### config.mk
export PLATFORM = sky130hd
export DESIGN_NAME = heading_hemisphere_corrector_core
export DESIGN_NICKNAME = d
export VERILOG_FILES = /design/src/rtl/hhc_pkg.sv /design/src/rtl/hhc_serial_mul.sv /design/src/rtl/hhc_serial_div.sv /design/src/rtl/hhc_isqrt.sv /design/src/rtl/hhc_cordic.sv /design/src/rtl/heading_hemisphere_corrector_core.sv
export SDC_FILE = /design/constraint.sdc
export NUM_CORES = 2
export LEC_CHECK = 0
export BUFFER_PORTS_ARGS = -buffer_cell sky130_fd_sc_hd__clkbuf_2
export CORE_MARGIN = 5
export CORE_UTILIZATION = 55
export CTS_CLUSTER_DIAMETER = 50
export DETAILED_ROUTE_END_ITERATION = 7
export HOLD_SLACK_MARGIN = 0.15
export PLACE_DENSITY = 0.71
export SETUP_SLACK_MARGIN = 0.02
export SYNTH_ARGS = -nofsm -noshare
export SYNTH_HDL_FRONTEND = slang
export SYNTH_SLANG_ARGS = --single-unit
export TNS_END_PERCENT = 50
### constraint.sdc
create_clock -name clk -period 26.5 [get_ports clk]
set_input_delay 1.325 -clock clk [delete_from_list [all_inputs] [get_ports clk]]
set_output_delay 1.325 -clock clk [all_outputs]
set_load 0.05 [all_outputs]
### src/rtl/hhc_pkg.sv
// shared types, constants and small functions of the heading hemisphere corrector
// no dependencies; used by every module in rtl
package hhc_pkg;

	// angles in radians Q4.12, with headroom for unwrapped sums
	typedef logic signed [19:0] ang_t;

	localparam ang_t PI_Q         = 20'sd12868;
	localparam ang_t TWO_PI_Q     = 20'sd25736;
	localparam ang_t HALF_PI_Q    = 20'sd6434;
	localparam ang_t FIFTH_PI_Q   = 20'sd2574;
	localparam ang_t QUARTER_PI_Q = 20'sd3217;

	localparam logic signed [21:0] PI_Q16 = 22'sd205887;

	// degrees Q9.6 to radians Q4.12 scale, and 1/10 in Q0.16
	localparam logic signed [33:0] DEG_TO_RAD = 34'sd73205;
	localparam logic [12:0]        TENTH_RECIP = 13'd6554;

	// confidence = len8*4096*100 / (133*16*average_speed)
	localparam logic [23:0] CONF_NUM_SCALE = 24'd409600;
	localparam logic [23:0] CONF_DEN_SCALE = 24'd2128;
	localparam logic [12:0] CONF_ONE      = 13'd4096;

	localparam int MAX_STEPS = 9;

	// widths of the shared serial units
	localparam int MUL_W   = 24;
	localparam int PROD_W  = 48;
	localparam int DIV_N_W = 48;
	localparam int DIV_D_W = 32;
	localparam int ROOT_W  = 24;
	localparam int CORDIC_STEPS = 16;

	// register index on the configuration port
	localparam logic REG_AVG_SPEED = 1'b0;
	localparam logic [15:0] AVG_SPEED_RESET = 16'd16;

	typedef enum logic [4:0] {
		ST_IDLE,
		ST_MUL_X, ST_WAIT_X, ST_MUL_Y, ST_WAIT_Y,
		ST_DIV_X, ST_WDIV_X, ST_DIV_Y, ST_WDIV_Y,
		ST_SQ_X, ST_WSQ_X, ST_SQ_Y, ST_WSQ_Y,
		ST_ROOT, ST_WROOT,
		ST_NUM, ST_WNUM, ST_DEN, ST_WDEN,
		ST_DIV_C, ST_WDIV_C,
		ST_ATAN, ST_WATAN,
		ST_FIN1, ST_FIN2, ST_FIN3, ST_FIN4, ST_FIN5, ST_FIN6,
		ST_DONE
	} state_t;

	// step weights 0.9^k in Q1.16
	function automatic logic [16:0] step_weight(input logic [3:0] k);
		logic [16:0] w;
		case (k)
			4'd0: w = 17'd65536;
			4'd1: w = 17'd58982;
			4'd2: w = 17'd53084;
			4'd3: w = 17'd47776;
			4'd4: w = 17'd42998;
			4'd5: w = 17'd38698;
			4'd6: w = 17'd34829;
			4'd7: w = 17'd31346;
			4'd8: w = 17'd28211;
			default: w = 17'd0;
		endcase
		return w;
	endfunction

	// atan(2^-i) in radians Q.16
	function automatic logic [15:0] atan_q16(input logic [3:0] i);
		logic [15:0] a;
		case (i)
			4'd0:  a = 16'd51472;
			4'd1:  a = 16'd30385;
			4'd2:  a = 16'd16055;
			4'd3:  a = 16'd8150;
			4'd4:  a = 16'd4091;
			4'd5:  a = 16'd2047;
			4'd6:  a = 16'd1024;
			4'd7:  a = 16'd512;
			4'd8:  a = 16'd256;
			4'd9:  a = 16'd128;
			4'd10: a = 16'd64;
			4'd11: a = 16'd32;
			4'd12: a = 16'd16;
			4'd13: a = 16'd8;
			4'd14: a = 16'd4;
			default: a = 16'd2;
		endcase
		return a;
	endfunction

	// fold into -pi..pi; inputs stay within a few turns
	function automatic ang_t wrap_pm(input ang_t d);
		ang_t r;
		r = d;
		for (int k = 0; k < 4; k++) begin
			if (r < -PI_Q) r = r + TWO_PI_Q;
			else if (r > PI_Q) r = r - TWO_PI_Q;
		end
		return r;
	endfunction

	// fold into 0..2pi
	function automatic ang_t wrap_pos(input ang_t a);
		ang_t r;
		r = a;
		for (int k = 0; k < 4; k++) begin
			if (r > TWO_PI_Q) r = r - TWO_PI_Q;
			else if (r < 0) r = r + TWO_PI_Q;
		end
		return r;
	endfunction

endpackage

### src/rtl/hhc_serial_mul.sv
// bit-serial shift-and-add multiplier, one multiplier bit per cycle
// depends on hhc_pkg
module hhc_serial_mul (
	input  logic                              clk,
	input  logic                              arst_n,
	input  logic                              start,
	input  logic [hhc_pkg::MUL_W-1:0]         a,
	input  logic [hhc_pkg::MUL_W-1:0]         b,
	output logic                              done,
	output logic [hhc_pkg::PROD_W-1:0]        product
);

	logic                              busy_q;
	logic                              done_q;
	logic [4:0]                        cnt_q;
	logic [hhc_pkg::PROD_W-1:0]        acc_q;
	logic [hhc_pkg::PROD_W-1:0]        a_q;
	logic [hhc_pkg::MUL_W-1:0]         b_q;

	always_ff @(posedge clk or negedge arst_n) begin
		if (!arst_n) begin
			busy_q <= 1'b0;
			done_q <= 1'b0;
			cnt_q  <= '0;
		end else begin
			done_q <= 1'b0;
			if (start) begin
				busy_q <= 1'b1;
				cnt_q  <= '0;
			end else if (busy_q) begin
				cnt_q <= cnt_q + 5'd1;
				if (cnt_q == 5'(hhc_pkg::MUL_W - 1)) begin
					busy_q <= 1'b0;
					done_q <= 1'b1;
				end
			end
		end
	end

	always_ff @(posedge clk) begin
		if (start) begin
			acc_q <= '0;
			a_q   <= hhc_pkg::PROD_W'(a);
			b_q   <= b;
		end else if (busy_q) begin
			if (b_q[0]) acc_q <= acc_q + a_q;
			a_q <= a_q << 1;
			b_q <= b_q >> 1;
		end
	end

	assign done    = done_q;
	assign product = acc_q;

endmodule

### src/rtl/hhc_serial_div.sv
// restoring divider, one quotient bit per cycle, floor quotient
// depends on hhc_pkg
module hhc_serial_div (
	input  logic                              clk,
	input  logic                              arst_n,
	input  logic                              start,
	input  logic [hhc_pkg::DIV_N_W-1:0]       numer,
	input  logic [hhc_pkg::DIV_D_W-1:0]       denom,
	output logic                              done,
	output logic [hhc_pkg::DIV_N_W-1:0]       quotient
);

	logic                              busy_q;
	logic                              done_q;
	logic [5:0]                        cnt_q;
	logic [hhc_pkg::DIV_N_W-1:0]       quo_q;
	logic [hhc_pkg::DIV_D_W-1:0]       rem_q;
	logic [hhc_pkg::DIV_D_W-1:0]       den_q;
	logic [hhc_pkg::DIV_D_W:0]         trial;
	logic [hhc_pkg::DIV_D_W:0]         diff;
	logic                              fits;

	always_comb begin
		trial = {rem_q, quo_q[hhc_pkg::DIV_N_W-1]};
		diff  = trial - {1'b0, den_q};
		fits  = trial >= {1'b0, den_q};
	end

	always_ff @(posedge clk or negedge arst_n) begin
		if (!arst_n) begin
			busy_q <= 1'b0;
			done_q <= 1'b0;
			cnt_q  <= '0;
		end else begin
			done_q <= 1'b0;
			if (start) begin
				busy_q <= 1'b1;
				cnt_q  <= '0;
			end else if (busy_q) begin
				cnt_q <= cnt_q + 6'd1;
				if (cnt_q == 6'(hhc_pkg::DIV_N_W - 1)) begin
					busy_q <= 1'b0;
					done_q <= 1'b1;
				end
			end
		end
	end

	always_ff @(posedge clk) begin
		if (start) begin
			quo_q <= numer;
			rem_q <= '0;
			den_q <= denom;
		end else if (busy_q) begin
			rem_q <= fits ? diff[hhc_pkg::DIV_D_W-1:0] : trial[hhc_pkg::DIV_D_W-1:0];
			quo_q <= {quo_q[hhc_pkg::DIV_N_W-2:0], fits};
		end
	end

	assign done     = done_q;
	assign quotient = quo_q;

endmodule

### src/rtl/hhc_isqrt.sv
// floor square root, one result bit (two radicand bits) per cycle
// depends on hhc_pkg
module hhc_isqrt (
	input  logic                              clk,
	input  logic                              arst_n,
	input  logic                              start,
	input  logic [hhc_pkg::PROD_W-1:0]        radicand,
	output logic                              done,
	output logic [hhc_pkg::ROOT_W-1:0]        root
);

	logic                              busy_q;
	logic                              done_q;
	logic [4:0]                        cnt_q;
	logic [hhc_pkg::PROD_W-1:0]        v_q;
	logic [hhc_pkg::PROD_W-1:0]        r_q;
	logic [hhc_pkg::PROD_W-1:0]        bit_q;
	logic [hhc_pkg::PROD_W-1:0]        trial;

	assign trial = r_q + bit_q;

	always_ff @(posedge clk or negedge arst_n) begin
		if (!arst_n) begin
			busy_q <= 1'b0;
			done_q <= 1'b0;
			cnt_q  <= '0;
		end else begin
			done_q <= 1'b0;
			if (start) begin
				busy_q <= 1'b1;
				cnt_q  <= '0;
			end else if (busy_q) begin
				cnt_q <= cnt_q + 5'd1;
				if (cnt_q == 5'(hhc_pkg::ROOT_W - 1)) begin
					busy_q <= 1'b0;
					done_q <= 1'b1;
				end
			end
		end
	end

	always_ff @(posedge clk) begin
		if (start) begin
			v_q   <= radicand;
			r_q   <= '0;
			bit_q <= hhc_pkg::PROD_W'(1) << (hhc_pkg::PROD_W - 2);
		end else if (busy_q) begin
			if (v_q >= trial) begin
				v_q <= v_q - trial;
				r_q <= (r_q >> 1) + bit_q;
			end else begin
				r_q <= r_q >> 1;
			end
			bit_q <= bit_q >> 2;
		end
	end

	assign done = done_q;
	assign root = r_q[hhc_pkg::ROOT_W-1:0];

endmodule

### src/rtl/hhc_cordic.sv
// vectoring cordic, one micro-rotation per cycle, angle out in radians Q4.12
// depends on hhc_pkg
module hhc_cordic (
	input  logic                clk,
	input  logic                arst_n,
	input  logic                start,
	input  logic signed [21:0]  x_in,
	input  logic signed [21:0]  y_in,
	output logic                done,
	output logic signed [15:0]  angle
);

	logic                busy_q;
	logic                done_q;
	logic [3:0]          cnt_q;
	logic signed [32:0]  x_q;
	logic signed [32:0]  y_q;
	logic signed [21:0]  z_q;
	logic signed [21:0]  base_q;
	logic signed [32:0]  xs;
	logic signed [32:0]  ys;
	logic signed [21:0]  step;
	logic signed [21:0]  total;
	logic                null_vec;

	assign null_vec = (x_in == 22'sd0) && (y_in == 22'sd0);
	assign xs    = x_q >>> cnt_q;
	assign ys    = y_q >>> cnt_q;
	assign step  = 22'(hhc_pkg::atan_q16(cnt_q));
	assign total = (base_q + z_q + 22'sd8) >>> 4;

	always_ff @(posedge clk or negedge arst_n) begin
		if (!arst_n) begin
			busy_q <= 1'b0;
			done_q <= 1'b0;
			cnt_q  <= '0;
		end else begin
			done_q <= 1'b0;
			if (start) begin
				cnt_q <= '0;
				if (null_vec) done_q <= 1'b1;
				else busy_q <= 1'b1;
			end else if (busy_q) begin
				cnt_q <= cnt_q + 4'd1;
				if (cnt_q == 4'(hhc_pkg::CORDIC_STEPS - 1)) begin
					busy_q <= 1'b0;
					done_q <= 1'b1;
				end
			end
		end
	end

	always_ff @(posedge clk) begin
		if (start) begin
			z_q <= '0;
			// left half plane: turn by half a revolution first
			if (x_in < 0) begin
				base_q <= (y_in >= 0) ? hhc_pkg::PI_Q16 : -hhc_pkg::PI_Q16;
				x_q    <= (-33'(x_in)) <<< 8;
				y_q    <= (-33'(y_in)) <<< 8;
			end else begin
				base_q <= '0;
				x_q    <= 33'(x_in) <<< 8;
				y_q    <= 33'(y_in) <<< 8;
			end
		end else if (busy_q) begin
			if (y_q >= 0) begin
				x_q <= x_q + ys;
				y_q <= y_q - xs;
				z_q <= z_q + step;
			end else begin
				x_q <= x_q - ys;
				y_q <= y_q + xs;
				z_q <= z_q - step;
			end
		end
	end

	assign done  = done_q;
	assign angle = total[15:0];

endmodule

### src/rtl/heading_hemisphere_corrector_core.sv
// Heading corrector for one tracked object per request. Position history is kept in a
// shift register; the movement heading runs through shared bit-serial units (multiplier,
// divider, square root, cordic). A request with a usable history spends most of its time
// on two serial multiplies per history step over up to nine steps, plus
// three serial divisions; a request without history skips the serial units.
// Depends on hhc_pkg, hhc_serial_mul, hhc_serial_div, hhc_isqrt, hhc_cordic.
module heading_hemisphere_corrector_core #(
	parameter int HISTORY_DEPTH = 10
) (
	input  logic        clk,
	input  logic        arst_n,
	// pos_x[15:0], pos_y[31:16], measured_angle[47:32], prior_angle[63:48]
	input  logic [63:0] s_axis_tdata,
	// pos_valid[0], measured_present[1], prior_valid[2]
	input  logic [2:0]  s_axis_tuser,
	input  logic        s_axis_tvalid,
	output logic        s_axis_tready,
	// corrected_angle[14:0], heading_confidence[27:15], zero fill above
	output logic [31:0] m_axis_tdata,
	// angle_written[0], confident[1], history_valid[2]
	output logic [2:0]  m_axis_tuser,
	output logic        m_axis_tvalid,
	input  logic        m_axis_tready,
	input  logic        psel,
	input  logic        penable,
	input  logic        pwrite,
	input  logic [2:0]  paddr,
	input  logic [31:0] pwdata,
	output logic [31:0] prdata,
	output logic        pready
);

	localparam int IDX_W  = $clog2(HISTORY_DEPTH);
	localparam int FILL_W = $clog2(HISTORY_DEPTH + 1);
	localparam int SW     = (FILL_W > 4) ? FILL_W : 4;

	hhc_pkg::state_t state_q, state_d;

	// request capture
	logic [15:0]        px_q, py_q;
	logic               pv_q, mp_q, prv_q, hok_q;
	logic signed [15:0] meas_q, prior_q;

	// history state
	logic [31:0]        hist_q [HISTORY_DEPTH];
	logic [FILL_W-1:0]  fill_q;
	logic [1:0]         frames_q;
	logic [1:0]         recent_q;
	logic [15:0]        avg_q;

	// movement datapath
	logic [IDX_W-1:0]   idx_q;
	logic [SW-1:0]      steps_q;
	logic [15:0]        nx_q, ny_q;
	logic signed [39:0] sxs_q, sys_q;
	logic [18:0]        wsum_q;
	logic signed [20:0] dx8_q, dy8_q;
	logic [47:0]        sq_q;
	logic [23:0]        len_q;
	logic [47:0]        num_q;
	logic [31:0]        den_q;
	logic [12:0]        conf_q;
	hhc_pkg::ang_t      hang_q, prop_q, dev_q, res_q;
	logic signed [33:0] prod_q;
	logic               cflag_q;

	logic               m_tvalid_q;
	logic [31:0]        m_tdata_q;
	logic [2:0]         m_tuser_q;

	// unit controls
	logic               mul_start, div_start, root_start, atan_start;
	logic [23:0]        mul_a, mul_b;
	logic [47:0]        div_n;
	logic [31:0]        div_d;
	logic               mul_done, div_done, root_done, atan_done;
	logic [47:0]        mul_p, div_q;
	logic [23:0]        root_r;
	logic signed [15:0] atan_r;
	logic               out_load;

	// input fields
	logic               in_pv, in_prv, hok_in, accept;
	logic [SW-1:0]      fill_ext;

	// step and finishing wires
	logic [31:0]        cur;
	logic signed [16:0] diff_x, diff_y;
	logic [15:0]        adx, ady;
	logic [16:0]        w_cur;
	logic [39:0]        sxs_mag, sys_mag;
	logic [19:0]        dx8_mag, dy8_mag;
	logic [20:0]        qn;
	logic               last_step;
	hhc_pkg::ang_t      comp, pose, d2, dev3, dev10, d6;
	logic [13:0]        dmag;
	logic [26:0]        tprod;
	logic               far, big;

	assign in_pv  = s_axis_tuser[0];
	assign in_prv = s_axis_tuser[2];
	assign accept = s_axis_tvalid && s_axis_tready;
	assign hok_in = (frames_q == 2'd3) && in_pv && (recent_q == 2'b11) && (fill_q != '0);
	assign fill_ext = SW'(fill_q);

	assign cur    = hist_q[idx_q];
	assign diff_x = $signed({1'b0, nx_q}) - $signed({1'b0, cur[31:16]});
	assign diff_y = $signed({1'b0, ny_q}) - $signed({1'b0, cur[15:0]});
	assign adx    = diff_x[16] ? 16'(-diff_x) : diff_x[15:0];
	assign ady    = diff_y[16] ? 16'(-diff_y) : diff_y[15:0];
	assign w_cur  = hhc_pkg::step_weight(4'(idx_q));
	assign last_step = (SW'(idx_q) + SW'(1)) == steps_q;

	assign sxs_mag = sxs_q[39] ? 40'(-sxs_q) : 40'(sxs_q);
	assign sys_mag = sys_q[39] ? 40'(-sys_q) : 40'(sys_q);
	assign dx8_mag = dx8_q[20] ? 20'(-dx8_q) : dx8_q[19:0];
	assign dy8_mag = dy8_q[20] ? 20'(-dy8_q) : dy8_q[19:0];
	assign qn      = div_q[20:0];

	assign comp = hok_q ? hang_q : hhc_pkg::ang_t'(prior_q);
	assign pose = 20'((prod_q + 34'sd32768) >>> 16);
	assign d2   = hhc_pkg::wrap_pm(pose - comp);
	assign far  = (d2 > hhc_pkg::HALF_PI_Q) || (d2 < -hhc_pkg::HALF_PI_Q);
	assign dev3 = hhc_pkg::wrap_pm(hhc_pkg::ang_t'(prior_q) - prop_q);
	assign big  = (dev_q > hhc_pkg::FIFTH_PI_Q) || (dev_q < -hhc_pkg::FIFTH_PI_Q);
	assign dmag = dev_q[19] ? 14'(-dev_q) : dev_q[13:0];
	// divide by ten through the reciprocal, exact for this range
	assign tprod = 27'(dmag) * 27'(hhc_pkg::TENTH_RECIP);
	assign dev10 = dev_q[19] ? -hhc_pkg::ang_t'({9'd0, tprod[26:16]})
	                         : hhc_pkg::ang_t'({9'd0, tprod[26:16]});
	assign d6   = hhc_pkg::wrap_pm(res_q - hang_q);

	hhc_serial_mul u_mul (
		.clk(clk), .arst_n(arst_n), .start(mul_start), .a(mul_a), .b(mul_b),
		.done(mul_done), .product(mul_p)
	);

	hhc_serial_div u_div (
		.clk(clk), .arst_n(arst_n), .start(div_start), .numer(div_n), .denom(div_d),
		.done(div_done), .quotient(div_q)
	);

	hhc_isqrt u_sqrt (
		.clk(clk), .arst_n(arst_n), .start(root_start), .radicand(sq_q),
		.done(root_done), .root(root_r)
	);

	hhc_cordic u_atan (
		.clk(clk), .arst_n(arst_n), .start(atan_start),
		.x_in({dx8_q[20], dx8_q}), .y_in(-{dy8_q[20], dy8_q}),
		.done(atan_done), .angle(atan_r)
	);

	// next state
	always_comb begin
		state_d = state_q;
		unique case (state_q)
			hhc_pkg::ST_IDLE: begin
				if (s_axis_tvalid) begin
					if (hok_in) state_d = hhc_pkg::ST_MUL_X;
					else if (in_prv) state_d = hhc_pkg::ST_FIN1;
					else state_d = hhc_pkg::ST_DONE;
				end
			end
			hhc_pkg::ST_MUL_X:  state_d = hhc_pkg::ST_WAIT_X;
			hhc_pkg::ST_WAIT_X: if (mul_done) state_d = hhc_pkg::ST_MUL_Y;
			hhc_pkg::ST_MUL_Y:  state_d = hhc_pkg::ST_WAIT_Y;
			hhc_pkg::ST_WAIT_Y: begin
				if (mul_done) state_d = last_step ? hhc_pkg::ST_DIV_X : hhc_pkg::ST_MUL_X;
			end
			hhc_pkg::ST_DIV_X:  state_d = hhc_pkg::ST_WDIV_X;
			hhc_pkg::ST_WDIV_X: if (div_done) state_d = hhc_pkg::ST_DIV_Y;
			hhc_pkg::ST_DIV_Y:  state_d = hhc_pkg::ST_WDIV_Y;
			hhc_pkg::ST_WDIV_Y: if (div_done) state_d = hhc_pkg::ST_SQ_X;
			hhc_pkg::ST_SQ_X:   state_d = hhc_pkg::ST_WSQ_X;
			hhc_pkg::ST_WSQ_X:  if (mul_done) state_d = hhc_pkg::ST_SQ_Y;
			hhc_pkg::ST_SQ_Y:   state_d = hhc_pkg::ST_WSQ_Y;
			hhc_pkg::ST_WSQ_Y:  if (mul_done) state_d = hhc_pkg::ST_ROOT;
			hhc_pkg::ST_ROOT:   state_d = hhc_pkg::ST_WROOT;
			hhc_pkg::ST_WROOT:  if (root_done) state_d = hhc_pkg::ST_NUM;
			hhc_pkg::ST_NUM:    state_d = hhc_pkg::ST_WNUM;
			hhc_pkg::ST_WNUM:   if (mul_done) state_d = hhc_pkg::ST_DEN;
			hhc_pkg::ST_DEN:    state_d = hhc_pkg::ST_WDEN;
			hhc_pkg::ST_WDEN:   if (mul_done) state_d = hhc_pkg::ST_DIV_C;
			hhc_pkg::ST_DIV_C:  state_d = hhc_pkg::ST_WDIV_C;
			hhc_pkg::ST_WDIV_C: if (div_done) state_d = hhc_pkg::ST_ATAN;
			hhc_pkg::ST_ATAN:   state_d = hhc_pkg::ST_WATAN;
			hhc_pkg::ST_WATAN:  if (atan_done) state_d = hhc_pkg::ST_FIN1;
			hhc_pkg::ST_FIN1:   state_d = mp_q ? hhc_pkg::ST_FIN2 : hhc_pkg::ST_FIN5;
			hhc_pkg::ST_FIN2:   state_d = hhc_pkg::ST_FIN3;
			hhc_pkg::ST_FIN3:   state_d = hhc_pkg::ST_FIN4;
			hhc_pkg::ST_FIN4:   state_d = hhc_pkg::ST_FIN5;
			hhc_pkg::ST_FIN5:   state_d = mp_q ? hhc_pkg::ST_FIN6 : hhc_pkg::ST_DONE;
			hhc_pkg::ST_FIN6:   state_d = hhc_pkg::ST_DONE;
			hhc_pkg::ST_DONE:   if (out_load) state_d = hhc_pkg::ST_IDLE;
			default:            state_d = hhc_pkg::ST_IDLE;
		endcase
	end

	// unit launches and operand selection
	always_comb begin
		s_axis_tready = (state_q == hhc_pkg::ST_IDLE);
		out_load   = (state_q == hhc_pkg::ST_DONE) && (!m_tvalid_q || m_axis_tready);
		mul_start  = 1'b0;
		div_start  = 1'b0;
		root_start = 1'b0;
		atan_start = 1'b0;
		mul_a      = '0;
		mul_b      = '0;
		div_n      = '0;
		div_d      = '0;
		unique case (state_q)
			hhc_pkg::ST_MUL_X: begin
				mul_start = 1'b1;
				mul_a     = 24'(w_cur);
				mul_b     = 24'(adx);
			end
			hhc_pkg::ST_MUL_Y: begin
				mul_start = 1'b1;
				mul_a     = 24'(w_cur);
				mul_b     = 24'(ady);
			end
			hhc_pkg::ST_DIV_X: begin
				// rounded: add half the weight sum before the floor division
				div_start = 1'b1;
				div_n     = (48'(sxs_mag) << 4) + 48'(wsum_q >> 1);
				div_d     = 32'(wsum_q);
			end
			hhc_pkg::ST_DIV_Y: begin
				div_start = 1'b1;
				div_n     = (48'(sys_mag) << 4) + 48'(wsum_q >> 1);
				div_d     = 32'(wsum_q);
			end
			hhc_pkg::ST_SQ_X: begin
				mul_start = 1'b1;
				mul_a     = 24'(dx8_mag);
				mul_b     = 24'(dx8_mag);
			end
			hhc_pkg::ST_SQ_Y: begin
				mul_start = 1'b1;
				mul_a     = 24'(dy8_mag);
				mul_b     = 24'(dy8_mag);
			end
			hhc_pkg::ST_ROOT: root_start = 1'b1;
			hhc_pkg::ST_NUM: begin
				mul_start = 1'b1;
				mul_a     = len_q;
				mul_b     = hhc_pkg::CONF_NUM_SCALE;
			end
			hhc_pkg::ST_DEN: begin
				mul_start = 1'b1;
				mul_a     = 24'(avg_q);
				mul_b     = hhc_pkg::CONF_DEN_SCALE;
			end
			hhc_pkg::ST_DIV_C: begin
				div_start = 1'b1;
				div_n     = num_q;
				div_d     = den_q;
			end
			hhc_pkg::ST_ATAN: atan_start = 1'b1;
			default: ;
		endcase
	end

	always_ff @(posedge clk or negedge arst_n) begin
		if (!arst_n) begin
			state_q    <= hhc_pkg::ST_IDLE;
			fill_q     <= '0;
			frames_q   <= '0;
			recent_q   <= '0;
			avg_q      <= hhc_pkg::AVG_SPEED_RESET;
			m_tvalid_q <= 1'b0;
		end else begin
			state_q <= state_d;
			if (psel && penable && pwrite && (paddr[2] == hhc_pkg::REG_AVG_SPEED)) begin
				avg_q <= (pwdata[15:0] == 16'd0) ? 16'd1 : pwdata[15:0];
			end
			if (out_load) begin
				m_tvalid_q <= 1'b1;
				if (pv_q && (fill_q < FILL_W'(HISTORY_DEPTH))) fill_q <= fill_q + FILL_W'(1);
				recent_q <= {recent_q[0], pv_q};
				if (frames_q != 2'd3) frames_q <= frames_q + 2'd1;
			end else if (m_axis_tready) begin
				m_tvalid_q <= 1'b0;
			end
		end
	end

	// history shift line
	always_ff @(posedge clk) begin
		if (out_load && pv_q) begin
			for (int i = HISTORY_DEPTH - 1; i > 0; i--) hist_q[i] <= hist_q[i - 1];
			hist_q[0] <= {px_q, py_q};
		end
	end

	always_ff @(posedge clk) begin
		if (out_load) begin
			m_tdata_q <= {4'd0, conf_q, res_q[14:0]};
			m_tuser_q <= {hok_q, cflag_q, hok_q || prv_q};
		end
		unique case (state_q)
			hhc_pkg::ST_IDLE: begin
				if (accept) begin
					px_q    <= s_axis_tdata[15:0];
					py_q    <= s_axis_tdata[31:16];
					meas_q  <= s_axis_tdata[47:32];
					prior_q <= s_axis_tdata[63:48];
					pv_q    <= in_pv;
					mp_q    <= s_axis_tuser[1];
					prv_q   <= in_prv;
					hok_q   <= hok_in;
					nx_q    <= s_axis_tdata[15:0];
					ny_q    <= s_axis_tdata[31:16];
					idx_q   <= '0;
					steps_q <= (fill_ext < SW'(hhc_pkg::MAX_STEPS)) ? fill_ext
					                                                : SW'(hhc_pkg::MAX_STEPS);
					sxs_q   <= '0;
					sys_q   <= '0;
					wsum_q  <= '0;
					hang_q  <= '0;
					conf_q  <= '0;
					res_q   <= '0;
					cflag_q <= 1'b0;
				end
			end
			hhc_pkg::ST_WAIT_X: begin
				if (mul_done) begin
					sxs_q <= diff_x[16] ? sxs_q - $signed(mul_p[39:0])
					                    : sxs_q + $signed(mul_p[39:0]);
				end
			end
			hhc_pkg::ST_WAIT_Y: begin
				if (mul_done) begin
					sys_q  <= diff_y[16] ? sys_q - $signed(mul_p[39:0])
					                     : sys_q + $signed(mul_p[39:0]);
					wsum_q <= wsum_q + 19'(w_cur);
					nx_q   <= cur[31:16];
					ny_q   <= cur[15:0];
					if (!last_step) idx_q <= idx_q + IDX_W'(1);
				end
			end
			hhc_pkg::ST_WDIV_X: if (div_done) dx8_q <= sxs_q[39] ? (~qn + 21'd1) : qn;
			hhc_pkg::ST_WDIV_Y: if (div_done) dy8_q <= sys_q[39] ? (~qn + 21'd1) : qn;
			hhc_pkg::ST_WSQ_X:  if (mul_done) sq_q <= mul_p;
			hhc_pkg::ST_WSQ_Y:  if (mul_done) sq_q <= sq_q + mul_p;
			hhc_pkg::ST_WROOT:  if (root_done) len_q <= root_r;
			hhc_pkg::ST_WNUM:   if (mul_done) num_q <= mul_p;
			hhc_pkg::ST_WDEN:   if (mul_done) den_q <= mul_p[31:0];
			hhc_pkg::ST_WDIV_C: begin
				if (div_done) begin
					conf_q <= (div_q > 48'(hhc_pkg::CONF_ONE)) ? hhc_pkg::CONF_ONE : div_q[12:0];
				end
			end
			hhc_pkg::ST_WATAN:  if (atan_done) hang_q <= hhc_pkg::ang_t'(atan_r);
			hhc_pkg::ST_FIN1: begin
				prod_q <= 34'(meas_q) * hhc_pkg::DEG_TO_RAD;
				prop_q <= comp;
			end
			hhc_pkg::ST_FIN2: begin
				// mirror the measurement into the hemisphere of the reference heading
				prop_q <= far ? pose + hhc_pkg::PI_Q : pose;
			end
			hhc_pkg::ST_FIN3: begin
				if (!prv_q) prop_q <= hang_q;
				dev_q <= dev3;
			end
			hhc_pkg::ST_FIN4: begin
				if (prv_q && big) begin
					prop_q <= (meas_q == 16'sd0) ? hhc_pkg::ang_t'(prior_q)
					                             : hhc_pkg::ang_t'(prior_q) - dev10;
				end
			end
			hhc_pkg::ST_FIN5:   res_q <= hhc_pkg::wrap_pos(prop_q);
			hhc_pkg::ST_FIN6: begin
				cflag_q <= prv_q || ((d6 < hhc_pkg::QUARTER_PI_Q) &&
				                     (d6 > -hhc_pkg::QUARTER_PI_Q));
			end
			default: ;
		endcase
	end

	assign m_axis_tvalid = m_tvalid_q;
	assign m_axis_tdata  = m_tdata_q;
	assign m_axis_tuser  = m_tuser_q;
	assign pready        = 1'b1;
	assign prdata        = (paddr[2] == hhc_pkg::REG_AVG_SPEED) ? {16'd0, avg_q} : 32'd0;

endmodule
# Word level (Yosys, flattened, before mapping)

Memory sizes are Yosys's and may differ from the RTL's. A register that Yosys moved wholly into a read port is not among the register bits.
Index checks and enable logic that the tools add are counted.

Multiplexer cells: 174
Equal/unequal tests: 55
Bitwise operators: 2
Add/sub/neg operators: 80
Reduce and logical (&&, ||, !) cells: 63
Div/mod/pow operators: 0
$lt $le $gt $ge: 46
$mul: 2
Shifts and indexed selects: 2

Operator list:

| kind                                                            | number |
|---|---|
| 2-to-1 mux 20 bit                                               | 46 |
| 2-to-1 mux 48 bit                                               | 8 |
| adder 20 x 16 -> 20 bit, second input constant                  | 16 |
| subtractor 20 x 16 -> 20 bit, second input constant             | 16 |
| 2-to-1 mux 40 bit                                               | 7 |
| 2-to-1 mux 33 bit                                               | 8 |
| greater-than comparator 20 x 15 -> 1 bit, second input constant | 12 |
| less-than comparator 20 x 15 -> 1 bit, second input constant    | 12 |
| one-hot mux 40 bit (2 select lines)                             | 2 |
| one-hot mux 5 bit (30 select lines)                             | 1 |
| one-hot mux 48 bit (3 select lines)                             | 1 |
| 2-to-1 mux 16 bit                                               | 8 |
| one-hot mux 20 bit (6 select lines)                             | 1 |
| one-hot mux 24 bit (5 select lines)                             | 1 |
| adder 48 bit                                                    | 2 |
| 2-to-1 mux 24 bit                                               | 4 |
| one-hot mux 48 bit (2 select lines)                             | 1 |
| adder 44 x 18 -> 45 bit                                         | 2 |
| 2-to-1 mux 5 bit                                                | 18 |
| adder 40 bit                                                    | 2 |
| equality test 5 bit, second input constant                      | 16 |
| greater-than comparator 20 x 16 -> 1 bit, second input constant | 4 |
| less-than comparator 20 x 1 -> 1 bit, second input constant     | 4 |
| negation 40 bit                                                 | 2 |
| other kinds (90)                                                | 230 |

Word-level logic and storage cells: 489
Memories kept: 3
Memory bits (writable): 320
ROM bits: 528
Bits in latches: 0
Input port bits: 109
Register bits: 1,078

Memories:

| memory          | depth | width | rd ports | clocked after memory_dff | wr ports | line                                    | text |
|---|---|---|---|---|---|---|---|
| hist_q          | 10    | 32    | 10       | 1                        | 10       | heading_hemisphere_corrector_core.sv:45 | `logic [31:0] hist_q [HISTORY_DEPTH];` |
| (no name shown) | 16    | 17    | 1        | 1                        | 0        | hhc_pkg.sv:55                           | `case (k)` |
| (no name shown) | 16    | 16    | 1        | 0                        | 0        | hhc_pkg.sv:73                           | `case (i)` |

# Longest topological paths before layout

Word-level depth: 18
Mapped depth: 61
Gate-level depth less buffers: 57

# Modules after synthesis

Synthesis repeated with hierarchy kept, for this count alone.

Cell total of the unflattened synthesis: 12,439
Area, all modules: 116,006.3 um2

Modules (own cells, without submodules):

| module                            | instances | cells an instance | seq. area each (um2) | area each (um2) |
|---|---|---|---|---|
| heading_hemisphere_corrector_core | 1         | 7,829             | 27,027.2             | 75,439.9 |
| hhc_cordic                        | 1         | 1,850             | 2,622.5              | 15,361.0 |
| hhc_isqrt                         | 1         | 1,368             | 3,057.9              | 11,235.8 |
| hhc_serial_mul                    | 1         | 788               | 3,057.9              | 7,470.9 |
| hhc_serial_div                    | 1         | 604               | 3,243.1              | 6,498.7 |

# Worst setup path before layout

OpenSTA, ideal clock, no wires.

Path type: reg2reg
Start point: register with a tool-made name
End point: register sys_q[38] (data pin)
Cell stages (with the launch flop): 57
Data arrival time: 10,629 ps
Setup slack: 15,605 ps
Data required time: 26,234 ps
Buffers on the path: 5
Setup time: 266 ps
Cells stage by stage: dfxtp_1 clkbuf_1 clkbuf_1 clkbuf_1 mux4_2 mux2_2 o21ai_0 ha_1 a21oi_1 o21bai_1 a21oi_1 o21bai_1 a21oi_1 o21bai_1 a21oi_1 o21bai_1 a21oi_1 o21bai_1 [... 21 more ...] a21oi_1 o21ai_0 a21oi_1 o21ai_0 a21oi_1 o21ai_0 a21oi_1 o21bai_1 a21oi_1 o21ai_0 a211oi_1 o21ai_0 a31oi_1 nor2b_1 o21a_1 o41ai_1 xor2_1 nor2_1

RTL lines:

| element                | line                                     | text |
|---|---|---|
| end signal: assignment | heading_hemisphere_corrector_core.sv:335 | `sys_q <= diff_y[16] ? sys_q - $signed(mul_p[39:0])` |
| end: declaration       | heading_hemisphere_corrector_core.sv:55  | `logic signed [39:0] sxs_q, sys_q;` |

# Worst setup path in the final report

Start point: register prod_q[15]
End point: register prop_q[17] (data pin)

Cells in the longest elaborated chain, start to end: 18
Elaborated cells between the ends (all ways): 32
Those cells by class: add/sub (11); order compare (10); mux (10); reduce/logical (1)

RTL lines:

| element                                                                                                  | line                                     | text |
|---|---|---|
| start: declaration                                                                                       | heading_hemisphere_corrector_core.sv:64  | `logic signed [33:0] prod_q;` |
| start signal: assignment                                                                                 | heading_hemisphere_corrector_core.sv:357 | `prod_q <= 34'(meas_q) * hhc_pkg::DEG_TO_RAD;` |
| adder 34 x 17 -> 34 bit (*)                                                                              | heading_hemisphere_corrector_core.sv:121 | `assign pose = 20'((prod_q + 34'sd32768) >>> 16);` |
| subtractor 18 x 20 -> 20 bit                                                                             | heading_hemisphere_corrector_core.sv:122 | `assign d2 = hhc_pkg::wrap_pm(pose - comp);` |
| subtractor 20 x 16 -> 20 bit / greater-than comparator 20 x 15 -> 1 bit (equally long branches)          | hhc_pkg.sv:100                           | `else if (r > PI_Q) r = r - TWO_PI_Q;` |
| 2-to-1 mux 20 bit                                                                                        | hhc_pkg.sv:100                           |  |
| 2-to-1 mux 20 bit                                                                                        | hhc_pkg.sv:99                            | `if (r < -PI_Q) r = r + TWO_PI_Q;` |
| subtractor 20 x 16 -> 20 bit / greater-than comparator 20 x 15 -> 1 bit (equally long branches)          | hhc_pkg.sv:100                           |  |
| 2-to-1 mux 20 bit                                                                                        | hhc_pkg.sv:100                           |  |
| 2-to-1 mux 20 bit                                                                                        | hhc_pkg.sv:99                            |  |
| [... 2 more ...]                                                                                         | n/a                                      |  |
| 2-to-1 mux 20 bit                                                                                        | hhc_pkg.sv:99                            |  |
| subtractor 20 x 16 -> 20 bit / greater-than comparator 20 x 15 -> 1 bit (equally long branches)          | hhc_pkg.sv:100                           |  |
| 2-to-1 mux 20 bit                                                                                        | hhc_pkg.sv:100                           |  |
| 2-to-1 mux 20 bit                                                                                        | hhc_pkg.sv:99                            |  |
| greater-than comparator 20 x 14 -> 1 bit / less-than comparator 20 x 14 -> 1 bit (equally long branches) | heading_hemisphere_corrector_core.sv:123 | `assign far = (d2 > hhc_pkg::HALF_PI_Q) \|\| (d2 < -hhc_pkg::HALF_PI_Q);` |
| logical OR 1 bit                                                                                         | heading_hemisphere_corrector_core.sv:123 |  |
| 2-to-1 mux 20 bit (*)                                                                                    | heading_hemisphere_corrector_core.sv:362 | `prop_q <= far ? pose + hhc_pkg::PI_Q : pose;` |
| one-hot mux 20 bit (4 select lines) (*)                                                                  | heading_hemisphere_corrector_core.sv:302 | `unique case (state_q)` |
| end signal: assignment                                                                                   | heading_hemisphere_corrector_core.sv:362 |  |
| end signal: assignment                                                                                   | heading_hemisphere_corrector_core.sv:365 | `if (!prv_q) prop_q <= hang_q;` |
| end signal: assignment                                                                                   | heading_hemisphere_corrector_core.sv:370 | `prop_q <= (meas_q == 16'sd0) ? hhc_pkg::ang_t'(prior_q)` |
| end: declaration                                                                                         | heading_hemisphere_corrector_core.sv:63  | `hhc_pkg::ang_t hang_q, prop_q, dev_q, res_q;` |

Mark *: on every way between the ends. The rest lies on a longest branch, timed or not.
A chain may end at the register's enable or synchronous reset.

==> results.cfg <==
[drt]
ant_nets = 0
wirelength_mm = 296
viasPerCell = 6.19
via_count = 88500
drtIter0Drc = 7811
route.detailed.drc = 10
wl_per_cell_um = 20.7
first_pass_iters = 8

[sta]
hold_viol = 0
rsz0062_at_grt = no
setup_viol = 0
slew_headroom = 0.130
worst_pin_slew_ps = 1300
fin_crit_sh = 0.527
fmax_mhz = 71.6
min_period_ps = 13960
tns_ps = 0
fin_skew_ps = 57.3
worst_slack_ps = 12540
slew_violations = 0

[global_route]
grt_max_degree = 187
grt_pass1_vias = 85400
track_usage = 0.278
antenna_found_initial = 15
grt_pass1_wl_mm = 466
grt-ovfl-total = 0

[setup_path]
cp_slowest_cell = nor4b_2
cpPeakStageDelay_ps = 1020
endpoint_kind = flip-flop
crit_type = flip-flop to flip-flop
cp_common_cell = xnor2_1
worstPathRequired_ps = 27030
worstPathArrival_ps = 14480
crit_fanout = 19
startpoint_type = flip-flop

[power_and_ir_drop]
power_mw = 4.80
p_leak_nw = 45.7
irDropWorstVdd_mv = 0.0649
powerDensity_mw_per_mm2 = 40.6

[cts]
clkLatencyLatePin_ps = 840
numClockSinks = 1377
clk_path_buf_depth = 3
hold_buffers = 0
cts_buffers = 173
root_buffer = clkbuf_16
clk_pin_slew_ps = 60
cts_setup_buffers = 0
cts_resized = 0
htree_levels = 4
cts_tree = built

[place]
io_buffers = 139
pre_cts_ws_ps = 12850
dpl.hpwl_mm = 223
gp_congestion = 0.957

[run_status]
status = finished, violations left
violations = DRC

[layout]
post-route-util = 0.599
multi_input_area_sq_mm = 0.0660
drive_above_1_share = 0.0829
finalNetCount = 12600
n_fill_cell = 16500
register_area_sq_mm = 0.0389
area_delta_synth_final_pct = 8.36

[logic_synthesis]
synth_area_leaders = edfxtp_1 30%, ha_1 9.9%, xnor2_1 5.7%
synth-edff-count = 1102
avgSynthCellArea_sq_um = 9.46
syn_area_sq_mm = 0.109
ys_seq_elements = 1377
yosysWarnings = 0
synth_top_area_frac = 0.304
synth_ff_type = edfxtp_1
async_flop_share = 0.0421
synth_top_area_cell = edfxtp_1
seq_area_frac_synth = 0.357
ys_types = 143
synthCells = 11500

[floorplanning]
rows = 163
coreArea_sq_mm = 0.197
die_x_um = 455
initial_core_util = 0.553
dieArea_sq_mm = 0.207
die_h_um = 455
io_pins = 179

[worst_hold_path]
hp-class = flip-flop to flip-flop

[run]
drv_cap = 0
==> synthesized netlist by cell type, types with 57 or more instances <==
cell / n
o31ai_1: 129
mux2_2: 87
o21ai_0: 746
nor2_1: 1004
o22ai_1: 65
nand2b_1: 118
a22oi_1: 78
ha_1: 866
a211oi_1: 96
inv_1: 645
nand2_1: 1064
clkbuf_1: 325
a31oi_1: 119
o21bai_1: 99
buf_1: 68
nand4_1: 78
o21a_1: 133
a21oi_1: 622
and2_1: 87
nor3_1: 305
dfrtp_1: 57
edfxtp_1: 1102
and3_1: 97
xor2_1: 406
nor4_1: 63
mux2i_1: 250
or3_1: 127
xnor2_1: 707
nor2b_1: 125
a21boi_0: 76
dfxtp_1: 217
nand3_1: 180
fa_1: 160
mux4_2: 88
a21o_1: 170
==> path summary, 6_finish.rpt <==
check | cells past startpoint | startpoint | endpoint | slack (ps)
max reg2reg | 37 | prod_q[15] | prop_q[17] | 12540
min in group asynchronous | 1 | arst_n | avg_q[9] | 660
min reg2reg | 0 | py_q[3] | hist_q[0][3] | 420
max | 37 | prod_q[15] | prop_q[17] | 12540
max in group asynchronous | 1 | arst_n | u_atan.cnt_q[1] | 25090
min | 0 | py_q[3] | hist_q[0][3] | 420
==> per-stage QoR <==
| step | cell area [sq um] | instances | hold slack [ps] |
|---|---|---|---|
| after CTS | 118000 | 14300 | 415 |
| after detailed placement | 112000 | 14000 | 405 |
| after global placement | 112000 | 14000 | 402 |
| final | 118000 | 14300 | 416 |
| after global routing | 118000 | 14300 | 422 |
| after floorplan | 109000 | 11500 | 400 |
==> cells in the final DEF, fill, tap and decap left out, drive strengths merged, types with 80 or more instances in the layout <==
cell type  synthesis  final
a211oi           101    101
a21boi            83     83
a21o             174    174
a21oi            627    627
a22oi             83     83
a31oi            122    122
and2              88     88
and3              98     98
buf              129     99
clkbuf           326    344
dfxtp            217    217
edfxtp          1102   1102
fa               160    160
ha               866    866
inv              648    683
mux2              89     89
mux2i            254    254
mux4              88     88
nand2           1066   1066
nand2b           118    118
nand3            183    183
nand4             80     80
nor2            1009   1009
nor2b            125    125
nor3             307    307
o21a             133    133
o21ai            769    769
o21bai            99     99
o31ai            139    139
or3              127    127
xnor2            717    717
xor2             407    407
==> registers in the layout, summed over array words and instances (netlist names), 21 cells and up, named ones only <==
signal and cells:
u_atan.y_q 33, u_atan.x_q 33, sys_q 40, sxs_q 40, m_axis_tdata 28, dy8_q 21, sq_q 48, u_div.quotient 48
hist_q 320, u_sqrt.bit_q 24, u_mul.product 48, num_q 48, u_mul.a_q 48, dx8_q 21, u_div.den_q 32, den_q 32
u_sqrt.v_q 48, u_sqrt.r_q 48, len_q 24, u_div.rem_q 32
==> worst max-delay path: cells and delay by family, from the launching register on <==
kind / cells / cell delay (ps)
XOR/XNOR: 4 / 2390
flip-flops: 1 / 490
AO/OA/AOI/OAI: 18 / 6200
multiplexers: 2 / 350
adder cells (fa/ha/maj): 2 / 710
AND/OR/NAND/NOR: 10 / 3380
buffers and inverters: 1 / 110
==> layer usage <==
metal,up-vias,global-route usage,part of all wire
li1,42200,-,-
met1,42900,0.358,0.42
met2,2746,0.470,0.48
met3,628,0.0352,0.058
met4,6,0.123,0.049
met5,-,0,0.00014
==> layout make-up <==
class	instances	share of cell area
Clock inverter	121	0.0121
Tap cell	2640	0.0280
Inverter	650	0.0207
Sequential cell	1377	0.329
Timing Repair Buffer	237	0.0122
Multi-Input combinational cell	9063	0.559
Antenna cell	4	0.0000847
Clock buffer	206	0.0387
==> power breakdown <==
group          switching (mW)  internal (mW)  total, mW
Sequential             0.0110           2.31       2.32
Combinational          0.0306         0.0136     0.0442
Clock                    1.02           1.41       2.43
Total                    1.06           3.74       4.80
==> cells by family (layout without fill, tap and decap cells) <==
group | count (synthesis) | in the layout | share of synthesized area
AOI/OAI and AO/OA | 2970 | 2970 | 0.181
xor gates and xnor gates | 1126 | 1126 | 0.0916
adders and majority gates | 1026 | 1026 | 0.129
buffers and inverters | 1105 | 1214 | 0.0399
DFF | 1377 | 1377 | 0.357
muxes | 431 | 431 | 0.0509
other | 2 | 25 | 0.0000689
and+or+nand+nor | 3489 | 3489 | 0.151
No activity file was read; power rests on OpenSTA's default activity.
